[src/dmpt_pkg.sv]
// shared types and constants for the direct-mapped position table
package dmpt_pkg;

   localparam int TABLE_DEPTH = 1024;
   localparam int ADDR_W      = (TABLE_DEPTH > 1) ? $clog2(TABLE_DEPTH) : 1;
   localparam int SIZE_W      = 11;
   localparam int KEY_W       = 64;
   localparam int VALUE_W     = 32;
   localparam int DEPTH_W     = 9;
   localparam int MOVE_W      = 13;
   localparam int DIVD_W      = 28;
   localparam int DIV_CNT_W   = 5;
   localparam int REQ_DATA_W  = 120;
   localparam int RSP_DATA_W  = 40;

   localparam logic [SIZE_W-1:0] SIZE_RESET = SIZE_W'(1024);

   localparam logic [1:0] OP_STORE    = 2'd0;
   localparam logic [1:0] OP_OPEN_ADD = 2'd1;
   localparam logic [1:0] OP_FIND     = 2'd2;

   typedef struct packed {
      logic               valid;
      logic [KEY_W-1:0]   key;
      logic [VALUE_W-1:0] value;
      logic [DEPTH_W-1:0] depth;
      logic [MOVE_W-1:0]  move;
   } dmpt_entry_type;

   localparam int ENTRY_W = $bits(dmpt_entry_type);

   typedef struct packed {
      logic clear;
      logic load;
      logic div_step;
      logic rd;
      logic exec;
   } dmpt_cmd_type;

   typedef struct packed {
      logic clear_last;
      logic div_last;
   } dmpt_status_type;

endpackage

[src/dmpt_ctrl.sv]
// sequencer for the position table: clear pass, slot divide, read, update
module dmpt_ctrl import dmpt_pkg::*; (
   input  logic            clock,
   input  logic            reset,
   input  logic            req_tvalid,
   output logic            req_tready,
   output logic            rsp_tvalid,
   input  logic            rsp_tready,
   input  dmpt_status_type status,
   output dmpt_cmd_type    cmd
);

   typedef enum logic [2:0] {
      ST_CLEAR,
      ST_IDLE,
      ST_DIV,
      ST_READ,
      ST_EXEC
   } state_type;

   state_type state_ff;
   logic      rsp_valid_ff;

   always_comb begin
      cmd = '0;
      case (state_ff)
         ST_CLEAR: cmd.clear    = 1'b1;
         ST_IDLE:  cmd.load     = req_tvalid;
         ST_DIV:   cmd.div_step = 1'b1;
         ST_READ:  cmd.rd       = 1'b1;
         // update only once the output register is free
         ST_EXEC:  cmd.exec     = !rsp_valid_ff || rsp_tready;
         default:  cmd          = '0;
      endcase
   end

   always_ff @(posedge clock) begin
      if (reset) begin
         state_ff     <= ST_CLEAR;
         rsp_valid_ff <= 1'b0;
      end else begin
         case (state_ff)
            ST_CLEAR: begin
               if (status.clear_last) begin
                  state_ff <= ST_IDLE;
               end
            end
            ST_IDLE: begin
               if (req_tvalid) begin
                  state_ff <= ST_DIV;
               end
            end
            ST_DIV: begin
               if (status.div_last) begin
                  state_ff <= ST_READ;
               end
            end
            ST_READ: state_ff <= ST_EXEC;
            ST_EXEC: begin
               if (cmd.exec) begin
                  state_ff <= ST_IDLE;
               end
            end
            default: state_ff <= ST_CLEAR;
         endcase

         if (cmd.exec) begin
            rsp_valid_ff <= 1'b1;
         end else if (rsp_tready) begin
            rsp_valid_ff <= 1'b0;
         end
      end
   end

   assign req_tready = (state_ff == ST_IDLE);
   assign rsp_tvalid = rsp_valid_ff;

endmodule

[config.mk]
export PLATFORM = sky130hd
export DESIGN_NAME = dmpt_ctrl
export DESIGN_NICKNAME = d
export VERILOG_FILES = /design/src/dmpt_pkg.sv /design/src/dmpt_ctrl.sv
export SDC_FILE = /design/constraint.sdc
export NUM_CORES = 1
export LEC_CHECK = 0
export ABC_AREA = 1
export BUFFER_PORTS_ARGS = -buffer_cell sky130_fd_sc_hd__buf_2
export CAP_MARGIN = 20
export CORE_AREA = 2 2 39 41
export DETAILED_ROUTE_END_ITERATION = 8
export DIE_AREA = 0 0 41 43
export MAX_ROUTING_LAYER = met4
export SETUP_SLACK_MARGIN = 0.4
export SLEW_MARGIN = 20
export SYNTH_ARGS = -nofsm -noshare
export SYNTH_HDL_FRONTEND = slang
export SYNTH_SLANG_ARGS = --single-unit
[constraint.sdc]
create_clock -name clock -period 1.4 [get_ports clock]
set_input_delay 0.28 -clock clock [delete_from_list [all_inputs] [get_ports clock]]
set_output_delay 0.28 -clock clock [all_outputs]
set_load 0.02 [all_outputs]
# --- Yosys cells after proc, flatten, opt, wreduce, memory -nomap -nowiden ---
# Index checks and enable logic that the tools add are counted.
# Widths: inputs -> output; s select.
op_classes:
  mux: 12
  div: 0
  mul: 0
  bitwise_logic: 0
  n_addsub: 0
  n_shift: 0
  n_reduce_logical: 5
  n_lt_le_gt_ge: 0
  n_eq_ne: 8
ops:
  columns: ["op", "count"]
  rows:
  - ["$pmux 3 s5", 1]
  - ["$mux 3", 4]
  - ["$ne 2x2->1 const B", 4]
  - ["$mux 1", 7]
  - ["$eq 3x2->1 const B", 2]
  - ["$reduce_and 4->1", 1]
  - ["$eq 3x1->1 const B", 1]
  - ["$eq 3x3->1 const B", 1]
  - ["$logic_not 3->1", 1]
  - ["$reduce_bool 2->1", 1]
  - ["$logic_not 1->1", 1]
  - ["$logic_or 1x1->1", 1]
word_totals:
  output_inout_bits: 7
  ramBits: 0
  reg_bits: 4
  elab_cells: 27
  latchBits: 0
  memories: 0
  input_bits: 6
  mem_bits_ro: 0

# --- Longest topological paths before layout ---
# Gate-level depths: netlist of run 1.
depth:
  ltp_word: 5
  depth_mapped: 8
  mapped_depth_nobuf: 8

# --- Worst setup path after synthesis of run 1 ---
# Ideal clock, no wire load.
synth_path:
  path_type: "reg2out"
  start: "reg state_ff[2]"
  end: "out cmd[0] (netlist name)"
  required_ns: 1.120
  path_stages_with_launch: 3
  slack_ns: 0.151
  arrival_ns: 0.969
  path_cell_list: "dfxtp_1 -> inv_2 -> nor4_2"
synth_lines:
  columns: ["item", "line_no", "rtl"]
  rows:
  - ["start: declaration", "dmpt_ctrl.sv:21", "state_type state_ff;"]
  - ["start signal: assignment", "dmpt_ctrl.sv:39", "state_ff <= ST_CLEAR;"]
  - ["start signal: assignment", "dmpt_ctrl.sv:45", "state_ff <= ST_IDLE;"]
  - ["start signal: assignment", "dmpt_ctrl.sv:50", "state_ff <= ST_DIV;"]
  - ["end: declaration", "dmpt_ctrl.sv:10", "output dmpt_cmd_type cmd"]

==> metrics.txt, run 1 <==
# TYPE chip_impl_metric gauge
chip_impl_metric{name="global_route.usage.met2",unit=""} 0.144
chip_impl_metric{name="finalHoldViolCount",unit=""} 0
chip_impl_info{name="cts_tree",value="built"} 1
chip_impl_metric{name="worst_ir_drop_vdd",unit="mV"} 0.483
chip_impl_info{name="timing.setup.critical_path_class",value="reg2out"} 1
chip_impl_metric{name="detailroute.via_count",unit=""} 332
chip_impl_info{name="postSynth.topFlopCell",value="sky130_fd_sc_hd__dfxtp_1"} 1
chip_impl_metric{name="cts_hold_buf",unit=""} 0
chip_impl_metric{name="groute.usage.overall",unit=""} 0.0955
chip_impl_metric{name="clock_latency",unit="ns"} 0.24
chip_impl_metric{name="tightestPinTransition",unit="ns"} 0.216
chip_impl_info{name="run_status",value="finished clean"} 1
chip_impl_metric{name="maximum_capacitance_violations",unit=""} 0
chip_impl_metric{name="critical_path.max_stage_delay",unit="ns"} 0.38
chip_impl_info{name="timing.critical_path.slowest_stage_cell",value="sky130_fd_sc_hd__dfxtp_4"} 1
chip_impl_metric{name="post_route_cell_area",unit="um2"} 480
chip_impl_metric{name="ys.warnings.count",unit=""} 0
chip_impl_metric{name="netlist-cell-type-count",unit=""} 15
chip_impl_metric{name="first_global_vias",unit=""} 300
chip_impl_metric{name="critPathMaxFanout",unit=""} 5
chip_impl_info{name="unrepaired_setup_endpoints_after_global_routing",value="true"} 1
chip_impl_info{name="top_usage_layer",value="met2"} 1
chip_impl_metric{name="yosys_register_bits",unit=""} 4
chip_impl_metric{name="pin_count_of_the_biggest_net_entering_global_routing",unit=""} 9
chip_impl_info{name="min_path_type",value="in2reg"} 1
chip_impl_metric{name="number_of_antenna_violations_at_the_first_check_in_global_routing",unit=""} 0
chip_impl_info{name="regToRegEndpoint",value="state_ff[0]$_SDFFE_PP0P_"} 1
chip_impl_metric{name="final_antenna_net_count",unit=""} 0
chip_impl_info{name="critical_path.reg2reg.startpoint",value="state_ff[2]$_SDFFE_PP0P_"} 1
chip_impl_metric{name="area_delta_synth_final",unit="%"} 67.0
chip_impl_info{name="worst_hold_path.endpoint",value="state_ff[2]$_SDFFE_PP0P_"} 1
chip_impl_metric{name="final_worst_clock_skew",unit="ns"} 0.00377
chip_impl_metric{name="clk_path_buf_depth",unit=""} 2
chip_impl_metric{name="mappedNetlistArea",unit="um2"} 288
chip_impl_info{name="synth_area_leader_cell",value="sky130_fd_sc_hd__dfxtp_1"} 1
chip_impl_metric{name="synthArstFlopShare",unit=""} 0
chip_impl_metric{name="numClockSinks",unit=""} 4
chip_impl_metric{name="critical_path_required",unit="ns"} 1.12
chip_impl_metric{name="synthDominantCellAreaShare",unit=""} 0.278
chip_impl_metric{name="drt_pass1_iterations",unit=""} 2
chip_impl_metric{name="worst_hold_path_depth",unit=""} 2
chip_impl_metric{name="syn_nets",unit=""} 51
chip_impl_metric{name="share_of_final_layout_standard_cells_stronger_than_drive_strength_1",unit=""} 0.639
chip_impl_metric{name="boundaryPins",unit=""} 13
chip_impl_info{name="crit_path_end_kind",value="output pin"} 1
chip_impl_metric{name="vertical_extent_of_the_die",unit="um"} 43
chip_impl_metric{name="totalWireLength",unit="um"} 721
chip_impl_metric{name="share_of_the_synthesized_area_in_compound_gates_ao_oa_aoi_oai",unit=""} 0.0478
chip_impl_metric{name="share_of_the_clock_period_used_by_the_worst_path_after_layout",unit=""} 0.996
chip_impl_info{name="yosys-top-cells-area",value="sky130_fd_sc_hd__dfxtp_1 28%, sky130_fd_sc_hd__inv_1 12%, sky130_fd_sc_hd__nor2_1 10%"} 1
chip_impl_metric{name="place_area",unit="um2"} 404
chip_impl_metric{name="share_of_total_power_in_the_clock_network",unit=""} 0.167
chip_impl_metric{name="fraction_of_synthesized_area_in_multiplexers",unit=""} 0
chip_impl_metric{name="placeableCoreArea",unit="mm2"} 0.00138
chip_impl_metric{name="worst-r2r-cell-count",unit=""} 8
chip_impl_metric{name="path_clk_slew",unit="ns"} 0.04
chip_impl_metric{name="synthSimpleGateAreaFrac",unit=""} 0.504
chip_impl_metric{name="slew-limit-headroom",unit=""} 0.855
chip_impl_metric{name="max_transition_viols_final",unit=""} 0
chip_impl_info{name="synth_common_cells",value="9 x sky130_fd_sc_hd__inv_1, 8 x sky130_fd_sc_hd__nor2_1, 6 x sky130_fd_sc_hd__nand2_1, 4 x sky130_fd_sc_hd__dfxtp_1, 4 x sky130_fd_sc_hd__nor2_2"} 1
chip_impl_metric{name="critPathArrivalTime",unit="ns"} 1.11
chip_impl_metric{name="drc_violations",unit=""} 0
chip_impl_metric{name="total_negative_setup_slacks",unit="ns"} 0
chip_impl_metric{name="pwr_density_cell",unit="mW/mm2"} 1820
chip_impl_info{name="synth.most_common_cell",value="sky130_fd_sc_hd__inv_1"} 1
chip_impl_metric{name="grt.met1_usage",unit=""} 0.0831
chip_impl_metric{name="route.detailed.wl_per_inst",unit="um"} 9.36
chip_impl_metric{name="ys_seq_area_frac",unit=""} 0.278
chip_impl_metric{name="ctsHtreeMaxLevel",unit=""} 1
chip_impl_info{name="startpoint_type",value="flip-flop"} 1
chip_impl_metric{name="numCtsBuffers",unit=""} 3
chip_impl_metric{name="swShare",unit=""} 0.480
chip_impl_metric{name="gr-total-overflow",unit=""} 0
chip_impl_metric{name="cell_internal_pwr",unit="mW"} 0.454
chip_impl_info{name="synth_top_family_by_area",value="simple AND/OR/NAND/NOR gates"} 1
chip_impl_metric{name="power.static_leakage",unit="nW"} 0.224
chip_impl_metric{name="flop_to_flop_setup_slack",unit="ns"} 0.31
chip_impl_metric{name="floorplan.initialDensity",unit=""} 0.208
chip_impl_metric{name="die_w",unit="um"} 41
chip_impl_metric{name="num_antenna_cells",unit=""} 0
chip_impl_metric{name="power.net_switching",unit="mW"} 0.420
chip_impl_metric{name="max_freq",unit="MHz"} 717
chip_impl_metric{name="postSynthCellCount",unit=""} 45
chip_impl_info{name="holdCritStartpoint",value="reset"} 1
chip_impl_metric{name="post-dp-hpwl",unit="um"} 570
chip_impl_metric{name="nNetsFinal",unit=""} 69
chip_impl_metric{name="pwr-share-seq",unit=""} 0.280
chip_impl_metric{name="iteration_0_drc_count_of_the_detailed_router",unit=""} 2
chip_impl_info{name="critical_path.cell_chain",value="inv_4, nor4_4, buf_4"} 1
chip_impl_metric{name="synth_fa_ha_area_frac",unit=""} 0
chip_impl_metric{name="synth_edf_count",unit=""} 0
chip_impl_metric{name="die-area",unit="mm2"} 0.00176
chip_impl_metric{name="grt_pass1_wl",unit="um"} 1040
chip_impl_metric{name="row_count",unit=""} 14
chip_impl_metric{name="mean_instance_size_in_the_synthesized_netlist",unit="um2"} 6.40
chip_impl_metric{name="synth_xor_xnor_area_share",unit=""} 0
chip_impl_metric{name="grt_use_met3",unit=""} 0.0157
chip_impl_metric{name="viasPerCell",unit=""} 4.31
chip_impl_metric{name="timing.final.setup_violations",unit=""} 0
chip_impl_metric{name="timing.final.crit_period",unit="ns"} 1.39
chip_impl_metric{name="placement.io_buffers",unit=""} 12
chip_impl_metric{name="p_comb_frac",unit=""} 0.553
chip_impl_metric{name="routabilityCongestion",unit=""} 0.659
chip_impl_info{name="clock_tree.root_cell",value="sky130_fd_sc_hd__clkbuf_4"} 1
[repair_timing]
item | in CTS | in global routing
resized for setup | 10 | 3
setup endpoints to repair | 9 | 9
pin swaps | 1 | 0
buffers inserted | 1 | 1
cloned | 0 | 0
[metrics by stage]
stage / hold slack, ns / setup slack (ns) / power, mW / std cells / utilization
after floorplan: 0.339 / 0.299 / 0.589 / 45 / -
after global placement: 0.477 / 0.237 / 0.663 / 72 / 0.292
after detailed placement: 0.475 / 0.209 / 0.669 / 72 / 0.292
after CTS: 0.220 / -0.0113 / 0.874 / 76 / 0.335
after global routing: 0.236 / -0.0284 / 0.950 / 77 / 0.347
final: 0.225 / 0.00544 / 0.873 / 77 / 0.347
[routing by layer]
metal	part of all wire	wire (um)	vias up
li1	-	-	169
met1	0.37	266	153
met2	0.57	413	8
met3	0.039	28	2
met4	0.017	12	0
met5	0	0	-
[sequential cells by signal, indices dropped and copies added, names as in the netlist]
register	count
rsp_tvalid	1
state_ff	3
[power groups by stage]
stage	combinational (mW)	clock (mW)	sequential, mW
detailed placement	0.431	0	0.238
finish	0.483	0.146	0.244
global route	0.535	0.162	0.253
floorplan	0.399	0	0.189
CTS	0.473	0.156	0.244
global placement	0.427	0	0.236
[worst max path at each step]
stage	startpoint	end	slack (ns)	cells past startpoint
floorplan	state_ff[2]$_SDFFE_PP0P_	cmd[0]	0.30	2
global placement	state_ff[2]$_SDFFE_PP0P_	cmd[0]	0.24	3
detailed placement	state_ff[2]$_SDFFE_PP0P_	cmd[0]	0.21	3
CTS	state_ff[2]$_SDFFE_PP0P_	cmd[0]	-0.01	3
global route	state_ff[2]$_SDFFE_PP0P_	cmd[0]	-0.03	3
finish	state_ff[2]$_SDFFE_PP0P_	cmd[0]	0.005	3
[final cells by class]
class	count	area, um2
clock buffer	3	22.5
fill	154	903
inverter	10	42.5
multi-input combinational	30	205
sequential	4	95.1
tap	16	20.0
timing repair buffer	14	95.1
[cells in the final DEF (no fill, tap or decap), types with 2 or more instances in the layout]
| master | Yosys | layout |
|---|---|---|
| sky130_fd_sc_hd__inv_1 | 9 | 7 |
| sky130_fd_sc_hd__buf_2 | 0 | 7 |
| sky130_fd_sc_hd__nor2_1 | 8 | 6 |
| sky130_fd_sc_hd__nand2_1 | 6 | 5 |
| sky130_fd_sc_hd__buf_4 | 0 | 5 |
| sky130_fd_sc_hd__nor2_2 | 4 | 4 |
| sky130_fd_sc_hd__dfxtp_4 | 0 | 4 |
| sky130_fd_sc_hd__nand2_2 | 2 | 3 |
| sky130_fd_sc_hd__clkbuf_4 | 0 | 3 |
| sky130_fd_sc_hd__inv_4 | 0 | 2 |
| sky130_fd_sc_hd__nor2_4 | 0 | 2 |
| sky130_fd_sc_hd__nand3_1 | 3 | 2 |
| sky130_fd_sc_hd__buf_6 | 1 | 2 |
[logic make-up (layout without fill, tap and decap cells)]
logic type | count (synthesis) | count (layout)
and+or+nand+nor | 28 | 28
buffers and inverters | 11 | 27
DFF | 4 | 4
AOI/OAI and AO/OA | 2 | 2
[worst max-delay path: cells and delay by family (launching register included)]
kind	cells	cell delay [ns]
flip-flops	1	0.38
AND/OR/NAND/NOR	1	0.26
buffers and inverters	2	0.24
(Power assumes the default switching activity.)
==> run 2, diff against run 1 <==
==> constraint.sdc (replaced) <==
create_clock -name clock -period 1.4 [get_ports clock]
set_input_delay 0.28 -clock clock [delete_from_list [all_inputs] [get_ports clock]]
set_output_delay 0.28 -clock clock [all_outputs]
set_load 0.005 [all_outputs]
==> run 2 against run 1 <==
  * Combinational power down 7.5%
  * Non-clock buffer count is 3 higher
  * First-iteration DRC count up 100%
  * Clock power rose by 5%
==> metrics.txt, run 2 (synthesized netlist as in run 1, its figures left out) <==
# TYPE chip_impl_metric gauge
chip_impl_info{name="run_status",value="finished clean"} 1
chip_impl_metric{name="num_antenna_cells",unit=""} 0
chip_impl_metric{name="area_delta_synth_final",unit="%"} 64.3
chip_impl_metric{name="placement.io_buffers",unit=""} 12
chip_impl_info{name="mostFrequentLayoutCells",value="12 x sky130_fd_sc_hd__buf_2, 8 x sky130_fd_sc_hd__inv_1, 7 x sky130_fd_sc_hd__nor2_1"} 1
chip_impl_metric{name="nNetsFinal",unit=""} 72
chip_impl_metric{name="numCtsBuffers",unit=""} 3
chip_impl_metric{name="viasPerCell",unit=""} 4.05
chip_impl_metric{name="clock_latency",unit="ns"} 0.24
chip_impl_metric{name="finalPower",unit="mW"} 0.836
chip_impl_metric{name="maximum_capacitance_violations",unit=""} 0
chip_impl_metric{name="total_negative_setup_slacks",unit="ns"} 0
chip_impl_metric{name="placeableCoreArea",unit="mm2"} 0.00138
chip_impl_metric{name="numClockSinks",unit=""} 4
chip_impl_metric{name="clk_path_buf_depth",unit=""} 2
chip_impl_metric{name="finalHoldViolCount",unit=""} 0
chip_impl_metric{name="post-dp-hpwl",unit="um"} 488
chip_impl_metric{name="final_antenna_net_count",unit=""} 0
chip_impl_metric{name="row_count",unit=""} 14
chip_impl_metric{name="gr-total-overflow",unit=""} 0
chip_impl_metric{name="route.detailed.wl_per_inst",unit="um"} 9.45
chip_impl_metric{name="pwr_density_cell",unit="mW/mm2"} 1770
chip_impl_metric{name="hold_slack",unit="ns"} 0.223
chip_impl_metric{name="worst_hold_path_depth",unit=""} 2
chip_impl_metric{name="drt_pass1_iterations",unit=""} 3
chip_impl_info{name="worst_hold_path.endpoint",value="state_ff[2]$_SDFFE_PP0P_"} 1
chip_impl_metric{name="share_of_final_layout_standard_cells_stronger_than_drive_strength_1",unit=""} 0.609
chip_impl_metric{name="place_area",unit="um2"} 358
chip_impl_info{name="regToRegEndpoint",value="state_ff[1]$_SDFFE_PP0P_"} 1
chip_impl_metric{name="share_of_the_clock_period_used_by_the_worst_path_after_layout",unit=""} 0.963
chip_impl_metric{name="pin_count_of_the_biggest_net_entering_global_routing",unit=""} 9
chip_impl_metric{name="largest_reg_flops",unit=""} 3
chip_impl_metric{name="path_clk_slew",unit="ns"} 0.04
chip_impl_metric{name="max_transition_viols_final",unit=""} 0
chip_impl_metric{name="totalWireLength",unit="um"} 756
chip_impl_metric{name="max_freq",unit="MHz"} 742
chip_impl_info{name="unrepaired_setup_endpoints_after_global_routing",value="true"} 1
chip_impl_metric{name="iteration_0_drc_count_of_the_detailed_router",unit=""} 4
chip_impl_metric{name="layout.filler_cells",unit=""} 146
chip_impl_metric{name="worst-r2r-cell-count",unit=""} 7
chip_impl_info{name="crit_path_end_kind",value="output pin"} 1
chip_impl_metric{name="vertical_extent_of_the_die",unit="um"} 43
chip_impl_metric{name="grt_pass1_wl",unit="um"} 1080
chip_impl_metric{name="drc_violations",unit=""} 0
chip_impl_metric{name="number_of_antenna_violations_at_the_first_check_in_global_routing",unit=""} 0
chip_impl_info{name="final_common_cell",value="sky130_fd_sc_hd__buf_2"} 1
chip_impl_metric{name="power.static_leakage",unit="nW"} 0.243
chip_impl_metric{name="first_global_vias",unit=""} 285
chip_impl_metric{name="post_route_cell_area",unit="um2"} 473
chip_impl_metric{name="critPathArrivalTime",unit="ns"} 1.07
chip_impl_metric{name="tightestPinTransition",unit="ns"} 0.203
chip_impl_metric{name="ctsHtreeMaxLevel",unit=""} 1
chip_impl_metric{name="floorplan.initialDensity",unit=""} 0.208
chip_impl_metric{name="cts_hold_buf",unit=""} 0
chip_impl_info{name="clock_tree.root_cell",value="sky130_fd_sc_hd__clkbuf_4"} 1
chip_impl_metric{name="die-area",unit="mm2"} 0.00176
chip_impl_metric{name="worst_ir_drop_vdd",unit="mV"} 0.556
chip_impl_metric{name="final_worst_clock_skew",unit="ns"} 0.00610
chip_impl_info{name="largest_register",value="state_ff"} 1
chip_impl_metric{name="critical_path_required",unit="ns"} 1.12
chip_impl_metric{name="flop_to_flop_setup_slack",unit="ns"} 0.29
chip_impl_metric{name="timing.final.setup_violations",unit=""} 0
chip_impl_metric{name="critical_path.max_stage_delay",unit="ns"} 0.37
chip_impl_info{name="timing.critical_path.slowest_stage_cell",value="sky130_fd_sc_hd__dfxtp_4"} 1
chip_impl_metric{name="critPathMaxFanout",unit=""} 5
chip_impl_metric{name="slew-limit-headroom",unit=""} 0.864
chip_impl_info{name="cp_top_family",value="flip-flops"} 1
chip_impl_info{name="critical_path.reg2reg.startpoint",value="state_ff[2]$_SDFFE_PP0P_"} 1
chip_impl_info{name="startpoint_type",value="flip-flop"} 1
chip_impl_metric{name="detailroute.via_count",unit=""} 324
chip_impl_info{name="holdCritStartpoint",value="reset"} 1
chip_impl_metric{name="routabilityCongestion",unit=""} 0.677
chip_impl_metric{name="timing.critical_path.buf_inv",unit=""} 2
chip_impl_info{name="critical_path.cell_chain",value="buf_4, nor3_1, buf_2"} 1
chip_impl_info{name="min_path_type",value="in2reg"} 1
chip_impl_metric{name="die_w",unit="um"} 41
chip_impl_info{name="cts_tree",value="built"} 1
chip_impl_metric{name="groute.usage.overall",unit=""} 0.0986
chip_impl_info{name="timing.setup.critical_path_class",value="reg2out"} 1
chip_impl_metric{name="boundaryPins",unit=""} 13
chip_impl_metric{name="timing.final.crit_period",unit="ns"} 1.35
## run 2: worst max-delay path by stage
stage / start / to / depth (start not counted)
6_report: state_ff[2]$_SDFFE_PP0P_ / cmd[4] / 3
5_1_grt: rsp_tvalid$_SDFFE_PP0P_ / cmd[0] / 4
4_1_cts: state_ff[2]$_SDFFE_PP0P_ / cmd[0] / 3
3_5_place_dp: state_ff[1]$_SDFFE_PP0P_ / cmd[1] / 3
3_3_place_gp: state_ff[1]$_SDFFE_PP0P_ / cmd[1] / 3
2_1_floorplan: state_ff[1]$_SDFFE_PP0P_ / state_ff[0]$_SDFFE_PP0P_ / 7
## run 2: metrics by stage
stage / worst slack, ns / cells / utilization
5_1_grt: 0.00767 / 80 / 0.342
6_report: 0.0524 / 80 / 0.342
3_3_place_gp: 0.258 / 72 / 0.259
4_1_cts: 0.0453 / 79 / 0.314
2_1_floorplan: 0.403 / 45 / -
3_5_place_dp: 0.226 / 72 / 0.259
## run 2: per-layer routing
metal	up-vias	global-route usage	part of all wire
li1	173	-	-
met1	140	0.0958	0.40
met2	7	0.141	0.52
met3	4	0.0471	0.045
met4	0	0.0800	0.033
met5	-	-	0
## run 2: layout make-up
class                   instances  area [um2]  share of cell area
repair buffers                 17        97.6               0.206
well taps                      16        20.0              0.0423
clock buffers                   3        22.5              0.0476
flip-flops and latches          4        92.6               0.196
inverters                      10        40.0              0.0847
multi-input cells              30         200               0.423
## run 2: repair_timing
item	in CTS	in global routing
pin swaps	1	3
gates resized for setup	7	10
hold endpoints to repair	0	0
endpoints found under the setup margin	9	9
setup buffers	4	1
## run 2: power by group
group	internal (mW)	leakage (nW)	switching [mW]
registers	0.160	0.0353	0.0764
logic	0.216	0.194	0.230
clock network	0.0966	0.0138	0.0569
